## src/design/pfdm_pkg.sv

```systemverilog
`timescale 1ns / 1ps
// ---------------------------------------------------------------------------
// PWM frequency and duty meter: shared definitions
// Field widths, register indexes, reset values, payload structs and the
// state encoding of the measurement sequencer.
// ---------------------------------------------------------------------------
package pfdm_pkg;

    // Field widths of the request and result beats.
    localparam int REQ_TYPE_W   = 2;
    localparam int CAPTURE_W    = 32;
    localparam int FREQ_W       = 29;
    localparam int DUTY_W       = 7;

    // Configuration register widths.
    localparam int CLOCK_HZ_W   = 28;
    localparam int MIN_FREQ_W   = 20;
    localparam int TIMEOUT_W    = 16;
    localparam int THRESHOLD_W  = 7;
    localparam int CFG_INDEX_W  = 2;
    localparam int CFG_DATA_W   = 28;

    // Default width of the free-running capture timer.
    localparam int COUNTER_WIDTH_DEF = 32;

    // Reset values of the configuration registers.
    localparam logic [CLOCK_HZ_W-1:0]  CLOCK_HZ_RST  = CLOCK_HZ_W'(42000000);
    localparam logic [MIN_FREQ_W-1:0]  MIN_FREQ_RST  = MIN_FREQ_W'(1000);
    localparam logic [TIMEOUT_W-1:0]   TIMEOUT_RST   = TIMEOUT_W'(1000);
    localparam logic [THRESHOLD_W-1:0] THRESHOLD_RST = THRESHOLD_W'(1);

    // Millisecond counter and last reported duty.
    localparam int MS_W   = 17;
    localparam int RDUTY_W = 8;
    localparam logic [MS_W-1:0]    MS_MAX     = {MS_W{1'b1}};
    localparam logic [RDUTY_W-1:0] DUTY_RESET = RDUTY_W'(-10);

    // Duty arithmetic constants.
    localparam int DUTY_SCALE = 100;
    localparam int DUTY_Q_W   = 8;
    localparam logic [DUTY_Q_W-1:0] DUTY_FULL = DUTY_Q_W'(100);

    // Request kinds carried in req_type.
    typedef enum logic [REQ_TYPE_W-1:0] {
        REQ_RISE = 2'd0,
        REQ_FALL = 2'd1,
        REQ_TICK = 2'd2
    } req_kind_t;

    // Configuration register indexes.
    typedef enum logic [CFG_INDEX_W-1:0] {
        CFG_CLOCK_HZ  = 2'd0,
        CFG_MIN_FREQ  = 2'd1,
        CFG_TIMEOUT   = 2'd2,
        CFG_THRESHOLD = 2'd3
    } cfg_index_t;

    // Sequencer states.
    typedef enum logic [2:0] {
        ST_IDLE,
        ST_DECODE,
        ST_LOAD,
        ST_DIVIDE,
        ST_FINISH,
        ST_EMIT
    } state_t;

    // Request beat.
    typedef struct packed {
        logic [REQ_TYPE_W-1:0] req_type;
        logic [CAPTURE_W-1:0]  capture_value;
    } req_t;

    // Result beat.
    typedef struct packed {
        logic [FREQ_W-1:0] freq_hz;
        logic [DUTY_W-1:0] duty_pct;
        logic              no_signal;
    } rsp_t;

endpackage

```

## src/design/pfdm_div.sv

```systemverilog
`timescale 1ns / 1ps
// ---------------------------------------------------------------------------
// Bit-serial restoring divider
// Shifts the dividend in one bit per cycle, MSB first, and produces one
// quotient bit per cycle. Quotient bits that fall off the top of the
// quotient register set a sticky overflow flag.
// ---------------------------------------------------------------------------
module pfdm_div
    import pfdm_pkg::*;
#(
    parameter int DW = 39,
    parameter int VW = 32,
    parameter int QW = 29
)
(
    input  logic          clk,
    input  logic          rst_n,
    input  logic          start,
    input  logic [DW-1:0] dividend,
    input  logic [VW-1:0] divisor,
    output logic          busy,
    output logic [QW-1:0] quotient,
    output logic          overflow
);

    localparam int CNT_W = $clog2(DW + 1);

    logic             busy_reg;
    logic [CNT_W-1:0] cnt_reg;
    logic [DW-1:0]    dvd_reg;
    logic [VW-1:0]    rem_reg;
    logic [QW-1:0]    q_reg;
    logic             ovf_reg;

    logic [VW:0]      trial;
    logic [VW:0]      diff;
    logic             fits;

    // One restoring step: bring down the next dividend bit and try a subtract.
    always_comb
    begin
        trial = {rem_reg, dvd_reg[DW-1]};
        diff  = trial - {1'b0, divisor};
        fits  = (trial >= {1'b0, divisor});
    end

    // Iteration control.
    always_ff @(posedge clk or negedge rst_n)
    begin
        if (!rst_n)
        begin
            busy_reg <= 1'b0;
            cnt_reg  <= '0;
        end
        else if (start)
        begin
            busy_reg <= 1'b1;
            cnt_reg  <= CNT_W'(DW);
        end
        else if (busy_reg)
        begin
            cnt_reg <= cnt_reg - CNT_W'(1);
            if (cnt_reg == CNT_W'(1))
            begin
                busy_reg <= 1'b0;
            end
        end
    end

    // Shift registers for dividend, partial remainder and quotient.
    always_ff @(posedge clk)
    begin
        if (start)
        begin
            dvd_reg <= dividend;
            rem_reg <= '0;
            q_reg   <= '0;
            ovf_reg <= 1'b0;
        end
        else if (busy_reg)
        begin
            dvd_reg <= {dvd_reg[DW-2:0], 1'b0};
            rem_reg <= fits ? diff[VW-1:0] : trial[VW-1:0];
            q_reg   <= {q_reg[QW-2:0], fits};
            ovf_reg <= ovf_reg | q_reg[QW-1];
        end
    end

    assign busy     = busy_reg;
    assign quotient = q_reg;
    assign overflow = ovf_reg;

endmodule

```

## src/design/pwm_frequency_duty_meter.sv

```systemverilog
`timescale 1ns / 1ps
// ---------------------------------------------------------------------------
// PWM frequency and duty meter
// Turns rising and falling edge captures into frequency and duty reports,
// and reports signal loss after a timeout counted in millisecond ticks.
//
//   Channel  Direction  Handshake            Beat
//   req      in         req_valid/req_stall  req_type, capture_value
//   rsp      out        rsp_valid/rsp_stall  freq_hz, duty_pct, no_signal
//   cfg      in         cfg_valid/cfg_ready  cfg_index, cfg_data
//
// A rising edge or an unused selector passes through decode only, a tick
// through decode and, when it reports, emit. A falling edge passes decode,
// load, divide, finish and, when it reports, emit: two bit-serial dividers run
// side by side, one quotient bit per cycle, over DIV_W dividend bits, where
// DIV_W = max(29, COUNTER_WIDTH + 7). A zero period skips the divide state.
// A result waits in the output register while rsp_stall is high; the next
// request beat is still taken, and only a further result waits for it.
// Reset is asynchronous and active low; configuration writes are always ready.
// ---------------------------------------------------------------------------
module pwm_frequency_duty_meter
    import pfdm_pkg::*;
#(
    parameter int COUNTER_WIDTH = COUNTER_WIDTH_DEF
)
(
    input  logic                   clk,
    input  logic                   rst_n,
    input  logic                   req_valid,
    output logic                   req_stall,
    input  req_t                   req_data,
    output logic                   rsp_valid,
    input  logic                   rsp_stall,
    output rsp_t                   rsp_data,
    input  logic                   cfg_valid,
    output logic                   cfg_ready,
    input  logic [CFG_INDEX_W-1:0] cfg_index,
    input  logic [CFG_DATA_W-1:0]  cfg_data
);

    localparam int CW     = COUNTER_WIDTH;
    localparam int PROD_W = CW + 7;
    localparam int DIV_W  = (PROD_W > FREQ_W) ? PROD_W : FREQ_W;

    // Configuration registers.
    logic [CLOCK_HZ_W-1:0]  clock_hz_reg;
    logic [MIN_FREQ_W-1:0]  min_freq_reg;
    logic [TIMEOUT_W-1:0]   timeout_reg;
    logic [THRESHOLD_W-1:0] threshold_reg;

    // Control state.
    state_t                 state_reg, state_next;
    logic                   present_reg, present_next;
    logic [MS_W-1:0]        ms_reg, ms_next;
    logic [RDUTY_W-1:0]     reported_reg, reported_next;
    logic [CW-1:0]          prev_rise_reg, prev_rise_next;
    logic [CW-1:0]          last_rise_reg, last_rise_next;
    logic                   out_valid_reg, out_valid_next;

    // Per-item working registers.
    req_kind_t              kind_reg;
    logic [CW-1:0]          cap_reg;
    logic [CW-1:0]          period_reg, period_next;
    logic [CW-1:0]          high_reg, high_next;
    rsp_t                   pend_reg, pend_next;
    rsp_t                   out_data_reg, out_data_next;

    // Divider interface.
    logic                   div_start;
    logic [DIV_W-1:0]       freq_dividend;
    logic [DIV_W-1:0]       duty_dividend;
    logic [PROD_W-1:0]      duty_product;
    logic                   freq_busy, duty_busy;
    logic [FREQ_W-1:0]      freq_q;
    logic [DUTY_Q_W-1:0]    duty_q;
    logic                   freq_ovf, duty_ovf;

    // Result evaluation.
    logic [MS_W-1:0]        ms_inc;
    logic                   period_zero;
    logic [FREQ_W-1:0]      freq_val;
    logic [DUTY_Q_W-1:0]    duty_adj;
    logic                   duty_drop;
    logic                   nosig;
    logic [DUTY_W-1:0]      duty_val;
    logic [RDUTY_W:0]       duty_diff;
    logic [RDUTY_W:0]       duty_abs;
    logic                   out_free;

    assign req_stall = (state_reg != ST_IDLE);
    assign cfg_ready = 1'b1;
    assign rsp_valid = out_valid_reg;
    assign rsp_data  = out_data_reg;
    assign out_free  = !out_valid_reg || !rsp_stall;

    // Dividends: twice the bus clock, and one hundred times the high time.
    assign duty_product  = PROD_W'(high_reg) * PROD_W'(DUTY_SCALE);
    assign freq_dividend = DIV_W'({clock_hz_reg, 1'b0});
    assign duty_dividend = DIV_W'(duty_product);

    pfdm_div #(
        .DW (DIV_W),
        .VW (CW),
        .QW (FREQ_W)
    ) u_freq_div (
        .clk      (clk),
        .rst_n    (rst_n),
        .start    (div_start),
        .dividend (freq_dividend),
        .divisor  (period_reg),
        .busy     (freq_busy),
        .quotient (freq_q),
        .overflow (freq_ovf)
    );

    pfdm_div #(
        .DW (DIV_W),
        .VW (CW),
        .QW (DUTY_Q_W)
    ) u_duty_div (
        .clk      (clk),
        .rst_n    (rst_n),
        .start    (div_start),
        .dividend (duty_dividend),
        .divisor  (period_reg),
        .busy     (duty_busy),
        .quotient (duty_q),
        .overflow (duty_ovf)
    );

    // Measurement from the divider quotients.
    always_comb
    begin
        ms_inc      = (ms_reg == MS_MAX) ? ms_reg : ms_reg + MS_W'(1);
        period_zero = (period_reg == '0);
        freq_val    = freq_ovf ? {FREQ_W{1'b1}} : freq_q;
        duty_adj    = (duty_q > DUTY_FULL) ? duty_q - DUTY_FULL : duty_q;
        duty_drop   = duty_ovf || (duty_adj > DUTY_FULL);
        if (period_zero)
        begin
            freq_val  = '0;
            duty_adj  = '0;
            duty_drop = 1'b0;
        end
        nosig    = (freq_val < FREQ_W'(min_freq_reg));
        duty_val = nosig ? '0 : duty_adj[DUTY_W-1:0];
        duty_diff = {reported_reg[RDUTY_W-1], reported_reg} - (RDUTY_W + 1)'(duty_val);
        duty_abs  = duty_diff[RDUTY_W] ? -duty_diff : duty_diff;
    end

    // Sequencer: next state and datapath updates.
    always_comb
    begin
        state_next     = state_reg;
        present_next   = present_reg;
        ms_next        = ms_reg;
        reported_next  = reported_reg;
        prev_rise_next = prev_rise_reg;
        last_rise_next = last_rise_reg;
        period_next    = period_reg;
        high_next      = high_reg;
        pend_next      = pend_reg;
        out_valid_next = out_valid_reg;
        out_data_next  = out_data_reg;
        div_start      = 1'b0;

        // The consumer takes the waiting beat.
        if (out_valid_reg && !rsp_stall)
        begin
            out_valid_next = 1'b0;
        end

        case (state_reg)
            ST_IDLE:
            begin
                if (req_valid)
                begin
                    state_next = ST_DECODE;
                end
            end

            ST_DECODE:
            begin
                case (kind_reg)
                    REQ_RISE:
                    begin
                        prev_rise_next = last_rise_reg;
                        last_rise_next = cap_reg;
                        state_next     = ST_IDLE;
                    end
                    REQ_FALL:
                    begin
                        present_next = 1'b1;
                        ms_next      = '0;
                        period_next  = last_rise_reg - prev_rise_reg;
                        high_next    = cap_reg - prev_rise_reg;
                        state_next   = ST_LOAD;
                    end
                    REQ_TICK:
                    begin
                        ms_next = ms_inc;
                        if (present_reg && (ms_inc > MS_W'(timeout_reg)))
                        begin
                            present_next        = 1'b0;
                            pend_next.freq_hz   = '0;
                            pend_next.duty_pct  = '0;
                            pend_next.no_signal = 1'b1;
                            state_next          = ST_EMIT;
                        end
                        else
                        begin
                            state_next = ST_IDLE;
                        end
                    end
                    default:
                    begin
                        state_next = ST_IDLE;
                    end
                endcase
            end

            ST_LOAD:
            begin
                if (period_zero)
                begin
                    state_next = ST_FINISH;
                end
                else
                begin
                    div_start  = 1'b1;
                    state_next = ST_DIVIDE;
                end
            end

            ST_DIVIDE:
            begin
                if (!freq_busy && !duty_busy)
                begin
                    state_next = ST_FINISH;
                end
            end

            ST_FINISH:
            begin
                if (!duty_drop && (duty_abs > (RDUTY_W + 1)'(threshold_reg)))
                begin
                    reported_next       = RDUTY_W'(duty_val);
                    pend_next.freq_hz   = freq_val;
                    pend_next.duty_pct  = duty_val;
                    pend_next.no_signal = nosig;
                    state_next          = ST_EMIT;
                end
                else
                begin
                    state_next = ST_IDLE;
                end
            end

            ST_EMIT:
            begin
                if (out_free)
                begin
                    out_valid_next = 1'b1;
                    out_data_next  = pend_reg;
                    state_next     = ST_IDLE;
                end
            end

            default:
            begin
                state_next = ST_IDLE;
            end
        endcase
    end

    // Control and measurement state.
    always_ff @(posedge clk or negedge rst_n)
    begin
        if (!rst_n)
        begin
            state_reg     <= ST_IDLE;
            present_reg   <= 1'b0;
            ms_reg        <= '0;
            reported_reg  <= DUTY_RESET;
            prev_rise_reg <= '0;
            last_rise_reg <= '0;
            out_valid_reg <= 1'b0;
        end
        else
        begin
            state_reg     <= state_next;
            present_reg   <= present_next;
            ms_reg        <= ms_next;
            reported_reg  <= reported_next;
            prev_rise_reg <= prev_rise_next;
            last_rise_reg <= last_rise_next;
            out_valid_reg <= out_valid_next;
        end
    end

    // Configuration registers, written by index.
    always_ff @(posedge clk or negedge rst_n)
    begin
        if (!rst_n)
        begin
            clock_hz_reg  <= CLOCK_HZ_RST;
            min_freq_reg  <= MIN_FREQ_RST;
            timeout_reg   <= TIMEOUT_RST;
            threshold_reg <= THRESHOLD_RST;
        end
        else if (cfg_valid && cfg_ready)
        begin
            case (cfg_index_t'(cfg_index))
                CFG_CLOCK_HZ:  clock_hz_reg  <= cfg_data[CLOCK_HZ_W-1:0];
                CFG_MIN_FREQ:  min_freq_reg  <= cfg_data[MIN_FREQ_W-1:0];
                CFG_TIMEOUT:   timeout_reg   <= cfg_data[TIMEOUT_W-1:0];
                CFG_THRESHOLD: threshold_reg <= cfg_data[THRESHOLD_W-1:0];
                default:       clock_hz_reg  <= clock_hz_reg;
            endcase
        end
    end

    // Payload registers: the accepted beat, working values and the result.
    always_ff @(posedge clk)
    begin
        if (state_reg == ST_IDLE && req_valid)
        begin
            kind_reg <= req_kind_t'(req_data.req_type);
            cap_reg  <= req_data.capture_value[CW-1:0];
        end
        period_reg   <= period_next;
        high_reg     <= high_next;
        pend_reg     <= pend_next;
        out_data_reg <= out_data_next;
    end

endmodule
```

## config.mk

```make
export PLATFORM = sky130hd
export DESIGN_NAME = pwm_frequency_duty_meter
export DESIGN_NICKNAME = d
export VERILOG_FILES = /design/src/design/pfdm_pkg.sv /design/src/design/pfdm_div.sv /design/src/design/pwm_frequency_duty_meter.sv
export SDC_FILE = /design/constraint.sdc
export NUM_CORES = 1
export LEC_CHECK = 0
export BUFFER_PORTS_ARGS = -buffer_cell sky130_fd_sc_hd__buf_2
export CORE_MARGIN = 1.5
export CORE_UTILIZATION = 45
export DETAILED_ROUTE_END_ITERATION = 7
export HOLD_SLACK_MARGIN = 0.02
export SLEW_MARGIN = 20
export SYNTH_ARGS = -nofsm -noshare
export SYNTH_HDL_FRONTEND = slang
export SYNTH_SLANG_ARGS = --single-unit
```

## constraint.sdc

```tcl
create_clock -name clk -period 8.35 [get_ports clk]
set_input_delay 2.505 -clock clk [delete_from_list [all_inputs] [get_ports clk]]
set_output_delay 2.505 -clock clk [all_outputs]
set_load 0.005 [all_outputs]
```

# Word-level counts from Yosys, hierarchy flattened
# Index checks and enable logic that the tools add are counted.
# totals
regBits	529
latchBits	0
mem_bits_rw	0
mem_bits_ro	0
in_bits	69
output_inout_bits	40
elab_cells	151
memories	0
# op_classes
add_sub_neg	10
mul	1
n_div	0
n_lt_le_gt_ge	7
eq_ne	20
shifts	0
mux	44
bitwise	2
reduce_logical	33
# ops
op	count
32-bit subtractor	4
29-bit 2-to-1 mux	4
37-bit 2-to-1 mux	3
39-bit 2-to-1 mux	2
37-bit one-hot mux with 2 select lines	1
33-bit by 32-bit >= comparator with 1-bit output	2
32-bit 2-to-1 mux	2
32-bit by 5-bit multiplier with 37-bit output (second input constant)	1
17-bit one-hot mux with 2 select lines	1
32-bit logical NOT	1
29-bit by 20-bit < comparator with 1-bit output	1
6-bit 2-to-1 mux	4
3-bit 2-to-1 mux	6
3-bit one-hot mux with 6 select lines	1
2-bit AND reduction	9
17-bit by 1-bit adder with 17-bit output (second input constant)	1
17-bit == test (second input constant)	1
17-bit by 16-bit > comparator with 1-bit output	1
17-bit 2-to-1 mux	1
8-bit by 7-bit > comparator with 1-bit output (second input constant)	2
7-bit 2-to-1 mux	2
2-bit inequality test (second input constant)	7
1-bit 2-to-1 mux	13
6-bit by 1-bit == test with 1-bit output (second input constant)	2
24 further kinds	45

# Longest topological paths before layout
# depth
depth_word	11
mapped_depth	41
depth_no_buf	36

# By module
# A second synthesis with hierarchy kept.
# unflattened
hier_cells	3214
area_unflattened_um2	32637.6
# by_module_without_submodules
mod	n_inst	cells_per_inst	area_each_um2	seq_area_each_um2
pwm_frequency_duty_meter	1	1945	20726.1	9328.9
pfdm_div (u_freq_div)	1	677	6294.8	2587.5
pfdm_div (u_duty_div)	1	592	5616.6	2167.1

# Worst setup path before layout
# OpenSTA, ideal clock, no wires.
# synth_path
path_type	register to register
startpoint	register period_reg[1]
endpoint	register pend_reg[0] (netlist name), enable pin
setup_ns	0.511
t_arrival_ns	7.109
required_time_ns	7.839
slack_ns	0.730
path_stages_with_launch	40
path_buffers	5
synth_period_minus_slack_ns	7.620
cell_sequence	edfxtp_1 > nor4_1 > nand4_1 > nor2_1 > buf_2 > buf_1 > buf_1 > nor2_1 > ha_1 > nand4_1 > a211oi_1 > a21oi_1 > o211ai_1 > nand2b_1 > o311a_1 > a21oi_1 > o22ai_1 > or2_2 > (+4 left out) > o31a_1 > nor2_1 > or2_2 > buf_2 > nand2_1 > o21ai_0 > ha_1 > nor2b_1 > o21a_1 > o21a_1 > o21ai_0 > nand2b_1 > a21oi_1 > nor2b_1 > o22ai_1 > a211o_1 > buf_4 > nand2_1
# synth_via
elab_chain_len	11
elab_cells_between_ends	14
classes_between	add/sub: 2; order compare: 2; eq/ne: 1; mux: 5; reduce/logical: 4
# synth_rtl
item	line_no	text
from (decl)	pwm_frequency_duty_meter.sv:63	logic [CW-1:0] period_reg, period_next;
from (signal assigned)	pwm_frequency_duty_meter.sv:331	period_reg <= period_next;
32-bit logical NOT *	pwm_frequency_duty_meter.sv:135	period_zero = (period_reg == '0);
29-bit 2-to-1 mux *	pwm_frequency_duty_meter.sv:139	if (period_zero)
net freq_val[12]	pwm_frequency_duty_meter.sv:81	logic [FREQ_W-1:0] freq_val;
29-bit by 20-bit < comparator with 1-bit output *	pwm_frequency_duty_meter.sv:145	nosig = (freq_val < FREQ_W'(min_freq_reg));
7-bit 2-to-1 mux *	pwm_frequency_duty_meter.sv:146	duty_val = nosig ? '0 : duty_adj[DUTY_W-1:0];
8-bit by 8-bit subtractor with 9-bit output *	pwm_frequency_duty_meter.sv:147	duty_diff = {reported_reg[RDUTY_W-1], reported_reg} - (RDUTY_W + 1)'(duty_val);
9-bit negation	pwm_frequency_duty_meter.sv:148	duty_abs = duty_diff[RDUTY_W] ? -duty_diff : duty_diff;
9-bit 2-to-1 mux *	pwm_frequency_duty_meter.sv:148	
9-bit by 7-bit > comparator with 1-bit output *	pwm_frequency_duty_meter.sv:245	if (!duty_drop && (duty_abs > (RDUTY_W + 1)'(threshold_reg)))
1-bit logical AND *	pwm_frequency_duty_meter.sv:245	
2-bit inequality test (no source line) *	--	
4-bit AND reduction (no source line) *	--	
to (signal assigned)	pwm_frequency_duty_meter.sv:333	pend_reg <= pend_next;
to (decl)	pwm_frequency_duty_meter.sv:65	rsp_t pend_reg, pend_next;
# The timed path passes the listed nets; every way through them passes the cells marked *.
# A chain may end at the register's enable or synchronous reset.

# Worst setup path after layout
# layout_path
startpoint	register period_reg[26]
endpoint	register pend_reg[34] (netlist name), enable pin
# layout_via
elab_chain_len	11
elab_cells_between_ends	14
classes_between	add/sub: 2; order compare: 2; eq/ne: 1; mux: 5; reduce/logical: 4
# layout_rtl
item	line_no	text
32-bit logical NOT *	pwm_frequency_duty_meter.sv:135	
29-bit 2-to-1 mux *	pwm_frequency_duty_meter.sv:139	
net freq_val[8]	pwm_frequency_duty_meter.sv:81	
29-bit by 20-bit < comparator with 1-bit output *	pwm_frequency_duty_meter.sv:145	
7-bit 2-to-1 mux *	pwm_frequency_duty_meter.sv:146	
net duty_val[0]	pwm_frequency_duty_meter.sv:85	logic [DUTY_W-1:0] duty_val;
8-bit by 8-bit subtractor with 9-bit output *	pwm_frequency_duty_meter.sv:147	
9-bit negation	pwm_frequency_duty_meter.sv:148	
9-bit 2-to-1 mux *	pwm_frequency_duty_meter.sv:148	
9-bit by 7-bit > comparator with 1-bit output *	pwm_frequency_duty_meter.sv:245	
1-bit logical AND *	pwm_frequency_duty_meter.sv:245	
2-bit inequality test (no source line) *	--	
4-bit AND reduction (no source line) *	--	
# Marks and branches as above.

==> out/metrics.cfg <==
[route]
wl_um = 75280
viasPerCell = 5.432
drtPass1Iterations = 5
first_iter_violations = 1419
drc = 0
wl_per_cell_um = 17.51
ant_nets = 0
route.vias.total = 23350

[synth]
syn_inst = 3234
yosysWarnings = 0
synth_edf_count = 237
syn_avg_cell_area_um2 = 9.865
ys_types = 96
synth_area_leaders = edfxtp_1 (22%), dfrtp_1 (12%), ha_1 (11%), dfxtp_1 (7.1%), mux2_2 (4.0%)
synth_top_area_cell = edfxtp_1
netlist_area_um2 = 31900
synth_flop_cell = edfxtp_1
synth_top_area_frac = 0.2231
synth-seq-area-share = 0.4355
syn-num-nets = 3622
async_reset_ff_frac = 0.3384
synth_seq_cells = 529

[cells_and_area]
n_antenna_cell = 0
final_area_um2 = 35470
largest_register_ff_count = 38
area_growth_pct = 11.18
final_nets = 3696
layout.cells.non_filler = 4299
drive_gt1_frac = 0.1262

[power]
p_per_area_nw_per_um2 = 454.2
p_leak_nw = 16.11
peakVddDrop_uv = 212.3

[job]
drv_cap = 0

[critical_path]
slowest_delay_ns = 0.51
r2r_setup_slack_ns = 0.78
reg2reg_depth = 37
crit_top_cell = a21oi_1
worstPathMaxFanout = 37
r2r_start = period_reg[26]
slowest_stage = nor4_1
critPathCaptureType = flip-flop
crit_buf_inv = 3
cp-start-kind = flip-flop
required_ns = 8.63
path_class = reg2reg
cp_data_arrival_time_ns = 7.85
regToRegEndpoint = pend_reg[34]
crit_family = compound AO/OA/AOI/OAI gates

[outcome]
status = complete, no violations

[sta]
setup-tns-final_ns = 0
fin_worst_skew_ns = 0.02464
setup_viol = 0
slew_headroom = 0.2922
min_period_ns = 7.568
rsz0062_at_grt = no
worst_slew_pin_slew_ns = 1.062
maxSlewViolCount = 0
finalHoldViolCount = 0
fmax_mhz = 132.1
post-route-period-util = 0.9064

[placement]
place_area_um2 = 33310
numPlacedInstances = 4179
hpwl_um = 55670
routabilityCongestion = 0.8932
numPortBuffers = 107

[hold_path]
holdPathEnd = rsp_data[28]
holdPathStages = 0
min_from = pend_reg[28]
min_path_type = reg2reg

[clock_network]
clkSinkCount = 529
clk_latency_ns = 0.64
post_cts_buffers = 0
cts_resized = 0
htree_levels = 2
cts_root_buf = clkbuf_16
cts_tree = built
cts_buffer_depth = 3
path_clk_slew_ns = 0.06
cts_hold_buffers = 0
cts_made_buffers = 59

[die]
die_w_um = 269.3
die_area_um2 = 72500
ioPinCount = 109
die_h_um = 269.3
design.core.area_um2 = 70150
core.rowCount = 97
initial_utilization = 0.4548

[global_routing]
grt_max_degree = 134
grtUsageTotal = 0.2049
grt_antenna_before_repair = 1
overflow = 0
grt_pass1_vias = 22720
grt_first_pass_wirelength_um = 121600

==> routing by layer <==
metal	wire (um)	up-vias	track usage
met5	0	-	0
met4	1215	0	0.04420
met3	3327	88	0.02431
met2	33570	497	0.3242
met1	37170	11210	0.3008
li1	-	11550	-
==> worst max-delay path by stage <==
| stage | depth (start not counted) | slack [ns] | endpoint | start |
|---|---|---|---|---|
| 3_3_place_gp | 36 | 0.43 | pend_reg[27] | period_reg[25] |
| 3_5_place_dp | 36 | 0.24 | pend_reg[31] | period_reg[26] |
| 6_report | 37 | 0.78 | pend_reg[34] | period_reg[26] |
| 5_1_grt | 37 | 0.1 | pend_reg[28] | period_reg[25] |
| 2_1_floorplan | 39 | 0.73 | pend_reg[0] | period_reg[1] |
| 4_1_cts | 36 | 0.23 | pend_reg[25] | period_reg[26] |
==> layout by cell type, fill, tap and decap left out, types with 62 or more instances in the layout <==
master and count:
ha_1 287, nand2_1 281, mux2_2 112, inv_1 312, xnor2_1 100, a21o_1 80
buf_2 106, a21oi_1 197, nor2_1 310, dfrtp_1 149, dfxtp_1 113, mux2i_1 76
o21ai_0 172, xor2_1 62, edfxtp_1 237
==> power breakdown <==
| group | total, mW | internal, mW | leakage (nW) | switching [mW] |
|---|---|---|---|---|
| combinational | 8.96 | 3.72 | 9.67 | 5.24 |
| clock | 2.74 | 1.62 | 0.989 | 1.12 |
| sequential | 4.41 | 3.84 | 5.45 | 0.569 |
| total | 16.1 | 9.17 | 16.1 | 6.93 |
==> cell families after synthesis <==
group	after synthesis	synth area share
flops	529	0.4355
buf+inv	431	0.05252
mux	190	0.06420
other cells	1	0.0001175
fa+ha+maj	319	0.1326
xor+xnor	162	0.04448
compound gates	716	0.1459
simple gates	886	0.1246
==> through the flow <==
stage          power (mW)  utilization  setup slack, ns  hold slack (ns)
2_1_floorplan       11.30            -           0.7302           0.4003
3_3_place_gp        13.09       0.4748           0.4251           0.4073
3_5_place_dp        13.32       0.4748           0.2379           0.4054
4_1_cts             16.15       0.5044           0.2346           0.4201
5_1_grt             17.49       0.5056          0.09978           0.4241
6_report            16.11       0.5056           0.7816           0.4197
==> final cells by class <==
type,count,area (um2)
sequential,529,13900
tap,940,1176
inverter,313,1175
clock inverter,41,478.0
multi-input combinational,2275,16390
timing repair buffer,130,753.2
clock buffer,71,1593
fill,6465,34680
==> cell usage after synthesis (7+ instances only) <==
| library cell | count |
|---|---|
| dfrtp_1 | 151 |
| nand3_1 | 60 |
| nor2b_1 | 28 |
| a31oi_1 | 16 |
| dfxtp_1 | 113 |
| or2_2 | 14 |
| o21bai_1 | 21 |
| o31ai_1 | 18 |
| a21oi_1 | 198 |
| mux2_2 | 112 |
| nor2_1 | 312 |
| and3_1 | 15 |
| o21ai_0 | 172 |
| ha_1 | 287 |
| o21ai_1 | 7 |
| fa_1 | 32 |
| nand4_1 | 28 |
| inv_1 | 313 |
| nand2_1 | 282 |
| a21o_1 | 80 |
| a211oi_1 | 37 |
| nand2b_1 | 22 |
| xnor2_1 | 100 |
| clkbuf_1 | 73 |
| o21a_1 | 36 |
| buf_1 | 24 |
| a41oi_1 | 9 |
| nor3b_1 | 8 |
| o211ai_1 | 12 |
| a21boi_0 | 7 |
| buf_2 | 12 |
| or3_1 | 16 |
| a221oi_1 | 10 |
| edfxtp_1 | 237 |
| dfstp_2 | 28 |
| xor2_1 | 62 |
| mux2i_1 | 76 |
| and2_1 | 11 |
| nor3_1 | 51 |
| nor4_1 | 17 |
| a22o_1 | 11 |
Note: power is estimated with default switching activity, not from simulation.
